**src/hw/rtl/integer_to_radix_text_macros.svh**
```systemverilog
// Assertion macros for the integer to radix text block.
// Included by the RTL files that check their own logic; needs no package.
// Each macro becomes empty when SYNTHESIS is defined.
`ifndef INTEGER_TO_RADIX_TEXT_MACROS_SVH
`define INTEGER_TO_RADIX_TEXT_MACROS_SVH

`ifndef SYNTHESIS

`define ITRT_ASSERT(lbl, clk, rst_n, prop, msg) \
	lbl: assert property (@(posedge clk) disable iff (!rst_n) prop) else $error(msg);

`define ITRT_ASSERT_NEVER(lbl, clk, rst_n, cond, msg) \
	lbl: assert property (@(posedge clk) disable iff (!rst_n) !(cond)) else $error(msg);

`else

`define ITRT_ASSERT(lbl, clk, rst_n, prop, msg)

`define ITRT_ASSERT_NEVER(lbl, clk, rst_n, cond, msg)

`endif

`endif

```
**src/hw/rtl/itrt_pkg.sv**
```systemverilog
// Shared constants, types and helper functions of the integer to radix text block.
// Used by the interfaces, the divider and the top level; depends on nothing.
package itrt_pkg;

	localparam int VALUE_WIDTH_DEF = 32;
	localparam int RADIX_W         = 6;
	localparam int CHAR_W          = 8;
	localparam int LEN_W           = 6;

	localparam logic [RADIX_W-1:0] RADIX_RESET = 6'd10;
	localparam logic [RADIX_W-1:0] RADIX_DEC   = 6'd10;
	localparam logic [RADIX_W-1:0] RADIX_MIN   = 6'd2;
	localparam logic [RADIX_W-1:0] RADIX_MAX   = 6'd36;
	localparam logic [RADIX_W-1:0] DIGIT_MAX_DEC = 6'd9;

	localparam logic [CHAR_W-1:0] CHAR_ZERO  = 8'h30;
	localparam logic [CHAR_W-1:0] CHAR_NINE  = 8'h39;
	localparam logic [CHAR_W-1:0] CHAR_A     = 8'h41;
	localparam logic [CHAR_W-1:0] CHAR_Z     = 8'h5A;
	localparam logic [CHAR_W-1:0] CHAR_MINUS = 8'h2D;

	typedef struct packed {
		logic               done;
		logic [RADIX_W-1:0] rem;
	} div_status_t;

	function automatic logic [RADIX_W-1:0] clamp_radix(input logic [RADIX_W-1:0] r);
		logic [RADIX_W-1:0] res;
		res = r;
		if (r < RADIX_MIN) res = RADIX_MIN;
		if (r > RADIX_MAX) res = RADIX_MAX;
		return res;
	endfunction

	function automatic logic [CHAR_W-1:0] digit_char(input logic [RADIX_W-1:0] d);
		logic [CHAR_W-1:0] res;
		if (d > DIGIT_MAX_DEC) begin
			res = CHAR_A + CHAR_W'(d - RADIX_DEC);
		end else begin
			res = CHAR_ZERO + CHAR_W'(d);
		end
		return res;
	endfunction

endpackage

```
**src/hw/rtl/itrt_if.sv**
```systemverilog
// Valid/ready channel interfaces for the integer to radix text block.
// Input word carries the integer, output word one character; uses itrt_pkg.
interface itrt_in_if #(
	parameter int VALUE_WIDTH = itrt_pkg::VALUE_WIDTH_DEF
);
	logic                          valid;
	logic                          ready;
	logic signed [VALUE_WIDTH-1:0] value;

	modport source (output valid, output value, input ready);
	modport sink   (input valid, input value, output ready);
endinterface

interface itrt_out_if;
	logic                         valid;
	logic                         ready;
	logic [itrt_pkg::CHAR_W-1:0]  out_char;
	logic                         is_last;
	logic [itrt_pkg::LEN_W-1:0]   text_length;

	modport source (output valid, output out_char, output is_last, output text_length,
		input ready);
	modport sink   (input valid, input out_char, input is_last, input text_length,
		output ready);
endinterface

```
**src/hw/rtl/itrt_divider.sv**
```systemverilog
// Bit-serial restoring divider: one quotient bit per cycle.
// Depends on itrt_pkg and the assertion macro header.
`include "integer_to_radix_text_macros.svh"

module itrt_divider #(
	parameter int VALUE_WIDTH = itrt_pkg::VALUE_WIDTH_DEF
) (
	input  logic                          clk,
	input  logic                          arst_n,
	input  logic                          start,
	input  logic [VALUE_WIDTH-1:0]        dividend,
	input  logic [itrt_pkg::RADIX_W-1:0]  base,
	output logic [VALUE_WIDTH-1:0]        quotient,
	output itrt_pkg::div_status_t         status
);
	import itrt_pkg::*;

	localparam int CNT_W = $clog2(VALUE_WIDTH + 1);

	logic [VALUE_WIDTH-1:0] dq_q;
	logic [RADIX_W-1:0]     rem_q;
	logic [RADIX_W-1:0]     base_q;
	logic [CNT_W-1:0]       cnt_q;
	logic                   busy_q;
	logic                   done_q;
	logic [RADIX_W:0]       trial;
	logic [RADIX_W:0]       diff;
	logic                   qbit;
	logic [RADIX_W-1:0]     rem_nxt;

	always_comb begin
		trial   = {rem_q, dq_q[VALUE_WIDTH-1]};
		diff    = trial - {1'b0, base_q};
		qbit    = (trial >= {1'b0, base_q});
		rem_nxt = qbit ? diff[RADIX_W-1:0] : trial[RADIX_W-1:0];
	end

	always_ff @(posedge clk or negedge arst_n) begin
		if (!arst_n) begin
			cnt_q  <= '0;
			busy_q <= 1'b0;
			done_q <= 1'b0;
		end else begin
			done_q <= 1'b0;
			if (start) begin
				cnt_q  <= CNT_W'(VALUE_WIDTH);
				busy_q <= 1'b1;
			end else if (busy_q) begin
				cnt_q <= cnt_q - CNT_W'(1);
				if (cnt_q == CNT_W'(1)) begin
					busy_q <= 1'b0;
					done_q <= 1'b1;
				end
			end
		end
	end

	always_ff @(posedge clk) begin
		if (start) begin
			dq_q   <= dividend;
			rem_q  <= '0;
			base_q <= base;
		end else if (busy_q) begin
			dq_q  <= {dq_q[VALUE_WIDTH-2:0], qbit};
			rem_q <= rem_nxt;
		end
	end

	assign quotient    = dq_q;
	assign status.done = done_q;
	assign status.rem  = rem_q;

	`ITRT_ASSERT(a_rem_below_base, clk, arst_n, done_q |-> (rem_q < base_q), "remainder not below base")
	`ITRT_ASSERT_NEVER(a_done_while_busy, clk, arst_n, done_q && busy_q, "done while busy")

endmodule

```
**src/hw/rtl/integer_to_radix_text.sv**
```systemverilog
// Integer to radix text: converts one integer word into a stream of ASCII character words.
// Uses itrt_pkg, itrt_in_if, itrt_out_if, itrt_divider and the assertion macro header.
//
// Usage: din takes one two's complement integer per word (valid/ready). dout gives one
// character per word, most significant first, with is_last on the final character and
// text_length (sign included) on every character. cfg_we/cfg_wdata write the radix
// (2..36, values outside are clamped); write it only while the block is idle. Radix ten
// prints a leading '-' for negative values; other radices print the unsigned pattern.
// Each digit comes from one pass of the bit-serial divider; each character is read back
// from the digit memory and registered on dout, with the '-' sign sent first. One item is
// converted at a time; din is ready only between items, while the final character may
// still wait on dout.
// Digits are kept in a VALUE_WIDTH-entry memory and read back in reverse order.
// Reset clears the control state and sets the radix to ten. A stall on dout holds the
// output word and pauses the read-back; nothing is dropped.
`include "integer_to_radix_text_macros.svh"

module integer_to_radix_text #(
	parameter int VALUE_WIDTH = itrt_pkg::VALUE_WIDTH_DEF
) (
	input  logic                          clk,
	input  logic                          arst_n,
	itrt_in_if.sink                       din,
	itrt_out_if.source                    dout,
	input  logic                          cfg_we,
	input  logic [itrt_pkg::RADIX_W-1:0]  cfg_wdata
);
	import itrt_pkg::*;

	localparam int AW = $clog2(VALUE_WIDTH);
	localparam int CW = $clog2(VALUE_WIDTH + 1);

	localparam logic [2:0] ST_IDLE = 3'd0;
	localparam logic [2:0] ST_DIV  = 3'd1;
	localparam logic [2:0] ST_SIGN = 3'd2;
	localparam logic [2:0] ST_RD   = 3'd3;
	localparam logic [2:0] ST_LD   = 3'd4;

	logic [2:0]             state_q;
	logic [RADIX_W-1:0]     radix_q;
	logic                   neg_q;
	logic [CW-1:0]          ndig_q;
	logic [AW-1:0]          ptr_q;
	logic [LEN_W-1:0]       len_q;
	logic [RADIX_W-1:0]     mem [VALUE_WIDTH];
	logic [RADIX_W-1:0]     rd_data_q;
	logic                   out_valid_q;
	logic [CHAR_W-1:0]      out_char_q;
	logic                   out_last_q;
	logic [LEN_W-1:0]       out_len_q;

	logic [RADIX_W-1:0]     base_eff;
	logic                   accept;
	logic                   neg_in;
	logic [VALUE_WIDTH-1:0] mag_in;
	logic                   div_start;
	logic [VALUE_WIDTH-1:0] div_dividend;
	logic [VALUE_WIDTH-1:0] quotient;
	div_status_t            status;
	logic                   digit_wr;
	logic                   more_digits;
	logic                   out_free;
	logic                   out_load;
	logic [CW:0]            len_sum;
	logic                   char_ok;

	always_comb begin
		base_eff     = clamp_radix(radix_q);
		accept       = din.valid && din.ready;
		neg_in       = (base_eff == RADIX_DEC) && din.value[VALUE_WIDTH-1];
		mag_in       = neg_in ? (~din.value + VALUE_WIDTH'(1)) : din.value;
		digit_wr     = (state_q == ST_DIV) && status.done;
		more_digits  = (quotient != '0);
		div_start    = accept || (digit_wr && more_digits);
		div_dividend = accept ? mag_in : quotient;
		out_free     = !out_valid_q || dout.ready;
		out_load     = out_free && ((state_q == ST_SIGN) || (state_q == ST_LD));
		len_sum      = {1'b0, ndig_q} + (CW+1)'(1) + (CW+1)'(neg_q);
		char_ok      = (out_char_q == CHAR_MINUS) ||
			((out_char_q >= CHAR_ZERO) && (out_char_q <= CHAR_NINE)) ||
			((out_char_q >= CHAR_A) && (out_char_q <= CHAR_Z));
	end

	assign din.ready = (state_q == ST_IDLE);

	itrt_divider #(
		.VALUE_WIDTH (VALUE_WIDTH)
	) u_divider (
		.clk      (clk),
		.arst_n   (arst_n),
		.start    (div_start),
		.dividend (div_dividend),
		.base     (base_eff),
		.quotient (quotient),
		.status   (status)
	);

	always_ff @(posedge clk or negedge arst_n) begin
		if (!arst_n) begin
			state_q     <= ST_IDLE;
			radix_q     <= RADIX_RESET;
			out_valid_q <= 1'b0;
		end else begin
			if (cfg_we) radix_q <= cfg_wdata;
			out_valid_q <= out_load || (out_valid_q && !dout.ready);
			case (state_q)
				ST_IDLE: begin
					if (accept) state_q <= ST_DIV;
				end
				ST_DIV: begin
					if (digit_wr && !more_digits) state_q <= neg_q ? ST_SIGN : ST_RD;
				end
				ST_SIGN: begin
					if (out_free) state_q <= ST_RD;
				end
				ST_RD: begin
					state_q <= ST_LD;
				end
				ST_LD: begin
					if (out_free) state_q <= (ptr_q == '0) ? ST_IDLE : ST_RD;
				end
				default: begin
					state_q <= ST_IDLE;
				end
			endcase
		end
	end

	always_ff @(posedge clk) begin
		if (accept) begin
			neg_q  <= neg_in;
			ndig_q <= '0;
		end
		if (digit_wr) begin
			mem[ndig_q[AW-1:0]] <= status.rem;
			ndig_q              <= ndig_q + CW'(1);
			if (!more_digits) begin
				ptr_q <= ndig_q[AW-1:0];
				len_q <= LEN_W'(len_sum);
			end
		end
		rd_data_q <= mem[ptr_q];
		if (state_q == ST_SIGN && out_free) begin
			out_char_q <= CHAR_MINUS;
			out_last_q <= 1'b0;
			out_len_q  <= len_q;
		end
		if (state_q == ST_LD && out_free) begin
			out_char_q <= digit_char(rd_data_q);
			out_last_q <= (ptr_q == '0);
			out_len_q  <= len_q;
			if (ptr_q != '0) ptr_q <= ptr_q - AW'(1);
		end
	end

	assign dout.valid       = out_valid_q;
	assign dout.out_char    = out_char_q;
	assign dout.is_last     = out_last_q;
	assign dout.text_length = out_len_q;

	`ITRT_ASSERT(a_accept_starts_div, clk, arst_n, accept |=> (state_q == ST_DIV), "no division after accept")
	`ITRT_ASSERT(a_char_legal, clk, arst_n, out_valid_q |-> char_ok, "illegal character")
	`ITRT_ASSERT_NEVER(a_len_zero, clk, arst_n, out_valid_q && (out_len_q == '0), "zero text length")
	`ITRT_ASSERT(a_stall_holds, clk, arst_n, (out_valid_q && !dout.ready) |=> (out_valid_q && $stable(out_char_q)), "stalled word changed")

endmodule
```
**src/flat_wrapper.sv**
```systemverilog
// flat-port wrapper written by rule: the top's interface ports become plain ports
module integer_to_radix_text_flat import itrt_pkg::*;
#(
	parameter int VALUE_WIDTH = itrt_pkg::VALUE_WIDTH_DEF
)
  (clk, arst_n, cfg_we, cfg_wdata, din_valid, din_value, din_ready, dout_valid, dout_out_char, dout_is_last, dout_text_length, dout_ready);
  itrt_in_if #(.VALUE_WIDTH(VALUE_WIDTH)) din_i ();
  itrt_out_if dout_i ();
  input  logic clk;
  input  logic arst_n;
  input  logic cfg_we;
  input  logic [itrt_pkg::RADIX_W-1:0] cfg_wdata;
  input wire logic [$bits(din_i.valid)-1:0] din_valid;
  input wire logic [$bits(din_i.value)-1:0] din_value;
  output wire logic [$bits(din_i.ready)-1:0] din_ready;
  output wire logic [$bits(dout_i.valid)-1:0] dout_valid;
  output wire logic [$bits(dout_i.out_char)-1:0] dout_out_char;
  output wire logic [$bits(dout_i.is_last)-1:0] dout_is_last;
  output wire logic [$bits(dout_i.text_length)-1:0] dout_text_length;
  input wire logic [$bits(dout_i.ready)-1:0] dout_ready;
  assign din_i.valid = din_valid;
  assign din_i.value = din_value;
  assign din_ready = din_i.ready;
  assign dout_valid = dout_i.valid;
  assign dout_out_char = dout_i.out_char;
  assign dout_is_last = dout_i.is_last;
  assign dout_text_length = dout_i.text_length;
  assign dout_i.ready = dout_ready;
  integer_to_radix_text #(.VALUE_WIDTH(VALUE_WIDTH)) u_core (.clk(clk), .arst_n(arst_n), .din(din_i), .dout(dout_i), .cfg_we(cfg_we), .cfg_wdata(cfg_wdata));
endmodule
```
**config.mk**
```make
export PLATFORM = sky130hd
export DESIGN_NAME = integer_to_radix_text_flat
export DESIGN_NICKNAME = d
export VERILOG_FILES = /design/src/hw/rtl/itrt_pkg.sv /design/src/hw/rtl/itrt_if.sv /design/src/hw/rtl/itrt_divider.sv /design/src/hw/rtl/integer_to_radix_text.sv /design/src/flat_wrapper.sv
export VERILOG_INCLUDE_DIRS = /design/src /design/src/hw/rtl
export SDC_FILE = /design/constraint.sdc
export NUM_CORES = 1
export LEC_CHECK = 0
export BUFFER_PORTS_ARGS = -buffer_cell sky130_fd_sc_hd__buf_2
export CAP_MARGIN = 20
export CORE_MARGIN = 8
export CORE_UTILIZATION = 55
export DETAILED_ROUTE_END_ITERATION = 12
export GPL_ROUTABILITY_DRIVEN = 0
export PLACE_DENSITY = 0.75
export SLEW_MARGIN = 20
export SYNTH_ARGS = -nofsm -noshare
export SYNTH_HDL_FRONTEND = slang
export SYNTH_SLANG_ARGS = --single-unit
```
**constraint.sdc**
```tcl
create_clock -name clk -period 2.5 [get_ports clk]
set_input_delay 0.375 -clock clk [delete_from_list [all_inputs] [get_ports clk]]
set_output_delay 0.375 -clock clk [all_outputs]
set_load 0.005 [all_outputs]
```
==> reports/results.ini <==
[critical_path]
rr_startpoint=u_core.u_divider.quotient[11]$_DFFE_PP_
cp-start-kind=flip-flop
startpoint=u_core.u_divider.quotient[11]$_DFFE_PP_
worstReg2RegEnd=u_core.u_divider.quotient[9]$_DFFE_PP_
reg2reg_slack_ns=0.16
worstPathMaxFanout=32
worst_ep_arrival_time_ns=2.60
end_kind=flip-flop
r2r_cells=7
worst_ep_required_time_ns=2.76
critPathKind=flip-flop to flip-flop
crit_path_end=u_core.u_divider.quotient[9]$_DFFE_PP_

[sta]
finClkSkew_ns=0.0370
finalCritPeriodShare_pct=93.6
setup_tns_ns=0
worst_pin_slew_ns=0.585
drv_slew=0
relSlewSlack_pct=60.6
setup_viol_count_final=0
min_period_ns=2.34
final-hold-violation-count=0
fmax_ghz=0.427
rsz0062_at_grt=no

[synth]
async_flop_share_pct=6.14
synth-compound-area-share_pct=8.35
synth_ff_type=edfxtp_1
ys_seq_area_share_pct=65.5
synth_most_common_cell=edfxtp_1
synth.distinct_cells=59
yosys-top-cells-count=258 x edfxtp_1, 113 x nor2_1, 72 x a21oi_1
synth_nets=1012
synth_top_cell_by_area=edfxtp_1
synth_xor_area_share_pct=3.29
synthTopCellsByArea=edfxtp_1 59%, mux4_2 5.2%, nor2_1 3.3%, dfrtp_1 3.1%, a21oi_1 2.8%
synth.avg_cell_area_um2=13.8
syn-cell-area_um2=13000
synth_edf_count=258
synth_top_area_share_pct=59.4
synth_cells=946
yosysWarningCount=0
ys_seq_elements=293
yosys.area_share.simple_pct=9.08
synthAdderAreaFrac_pct=2.42
synth_top_family_by_area=simple AND/OR/NAND/NOR gates
yosys-mux-area-fraction_pct=8.82

[place]
portBuffers=59
hpwlAfterDp_mm=18.7
place_area_um2=14100

[clock_tree]
clock_latency_ns=0.57
cts.sinks=293
post_cts_buffers=0
clk_pin_slew_ns=0.06
cts.htree.levels=1
clockBufferDepth=3
cts_made_buffers=30
cts_tree=yes
cts_root_buffer=clkbuf_16

[drt]
via_count=8273
ant_nets=0
drt_wl_total_mm=28.1
drc_errors=0
dr.pass1.iters=7
routedWlPerCell_um=20.0
viasPerCell=5.89
drt_iter0_drc=793

[pwr]
ir_drop_v=0.000648
power_w=0.0134
leakagePower_nw=5.21
p_per_area_nw_per_um2=883

[floorplanning]
die_area_um2=28900
fp.dieW_um=170
ios=60
die_h_um=170
initial_core_util_pct=55.7
rows=56
core_um2=23400

[job]
drv_cap=0

[finish]
nNetsFinal=1129
area_growth_syn_to_layout_pct=16.1
fin_area_um2=15100
drive_above_1_share_pct=21.4
antenna_cells=0
nFillCells=1668

[grt]
grt-ovfl-total=0
grt_max_degree=65
antenna_found_initial=0
grt_pass1_vias=8226
grt_usage_pct=19.6
grt_pass1_wl_mm=44.7

[outcome]
status=complete, no violations

[worst_hold_path]
worstHoldPathType=primary input to flip-flop

[layout make-up]
cell class	instances	area [um^2]	share of cell area, %
inverters	35	131	0.867
flip-flops and latches	293	8540	56.4
well taps	319	399	2.63
multi-input cells	573	4180	27.6
clock inverters	18	234	1.54
clock buffers	36	793	5.24
repair buffers	130	868	5.73
[cell usage in the layout (no fill, tap or decap), drive strengths merged, types with 4 or more instances in the layout]
master | Yosys | final
edfxtp | 258 | 258
buf | 18 | 129
nor2 | 113 | 113
a21oi | 72 | 72
nand2 | 38 | 38
clkbuf | 27 | 36
mux2i | 35 | 35
inv | 34 | 35
o21ai | 31 | 31
xnor2 | 30 | 30
mux4 | 30 | 30
ha | 22 | 22
xor2 | 19 | 19
nor4 | 19 | 19
nand3 | 17 | 17
dfxtp | 17 | 17
nor3 | 16 | 16
dfrtp | 16 | 16
o221ai | 15 | 15
o22ai | 13 | 13
o31ai | 11 | 11
mux2 | 11 | 11
clkinv | 1 | 11
a211oi | 10 | 10
nand2b | 8 | 8
a21o | 7 | 7
a31oi | 7 | 7
nand3b | 7 | 7
and2 | 5 | 5
or3 | 5 | 5
bufinv | 0 | 5
nor2b | 4 | 4
[routing by layer]
metal / routed length (um) / track usage [%] / part of all wire (%)
met4: 892 / 6.67 / 3.2
met5: 0 / 0 / 0
met1: 11800 / 26.7 / 42
met3: 2240 / 3.92 / 8.0
met2: 13200 / 31.2 / 47
[kinds of logic (layout without fill, tap and decap cells)]
group,count (synthesis),count (layout)
fa+ha+maj,25,25
simple gates,245,245
compound gates,178,178
flops,293,293
buf+inv,80,219
xor+xnor,49,49
mux,76,76
[sequential cells by signal, indices dropped and copies added, names as in the netlist, 3 cells and up]
register                   flops
u_core.u_divider.quotient     32
u_core.radix_q                 6
u_core.rd_data_q               6
u_core.dout.text_length        6
u_core.u_divider.base_q        6
u_core.u_divider.rem_q         6
u_core.ndig_q                  6
u_core.ptr_q                   5
u_core.dout.out_char           8
u_core.state_q                 3
u_core.len_q                   6
u_core.u_divider.cnt_q         6
u_core.mem                   192
[worst max-delay path: stages (launching register included)]
cell and delay, ns:
edfxtp_1 0.40, nor4_1 0.46, nand4_1 0.15, nor2_1 0.27, o21ai_4 0.10, or2_2 0.30
nand2_1 0.13, buf_12 0.22
[through the flow]
step / setup WS [ns] / cells / hold slack (ns) / util [%]
2_1_floorplan: 0.0222 / 946 / 0.0794 / -
3_3_place_gp: 0.286 / 1349 / 0.339 / 60.3
3_5_place_dp: 0.186 / 1349 / 0.340 / 60.3
4_1_cts: 0.170 / 1404 / 0.0197 / 64.7
5_1_grt: 0.00842 / 1404 / 0.0342 / 64.7
6_report: 0.159 / 1404 / 0.0267 / 64.7
[where the power goes]
part,switching [W],internal [W]
logic,0.00138,0.000711
registers,0.000281,0.00638
clock network,0.00185,0.00277
total,0.00351,0.00986
[repair_timing]
action / in CTS / in global routing
hold buffers: 1 / 0
gates resized for setup: 0 / 0
hold endpoints to repair: 16 / 0
[how the worst min path moves through the flow]
stage | to | from | cells after the start | slack, ns
after floorplan | u_core.dout.valid$_DFF_PN0_ | arst_n | 0 | 0.08
after global placement | u_core.radix_q[4]$_DFFE_PN0P_ | arst_n | 1 | 0.34
after detailed placement | u_core.radix_q[4]$_DFFE_PN0P_ | arst_n | 1 | 0.34
after CTS | u_core.radix_q[5]$_DFFE_PN0P_ | cfg_wdata[5] | 3 | 0.02
after global routing | u_core.radix_q[2]$_DFFE_PN0P_ | cfg_wdata[2] | 2 | 0.03
final | u_core.radix_q[5]$_DFFE_PN0P_ | cfg_wdata[5] | 3 | 0.03
Note: power is estimated with default switching activity, not from simulation.
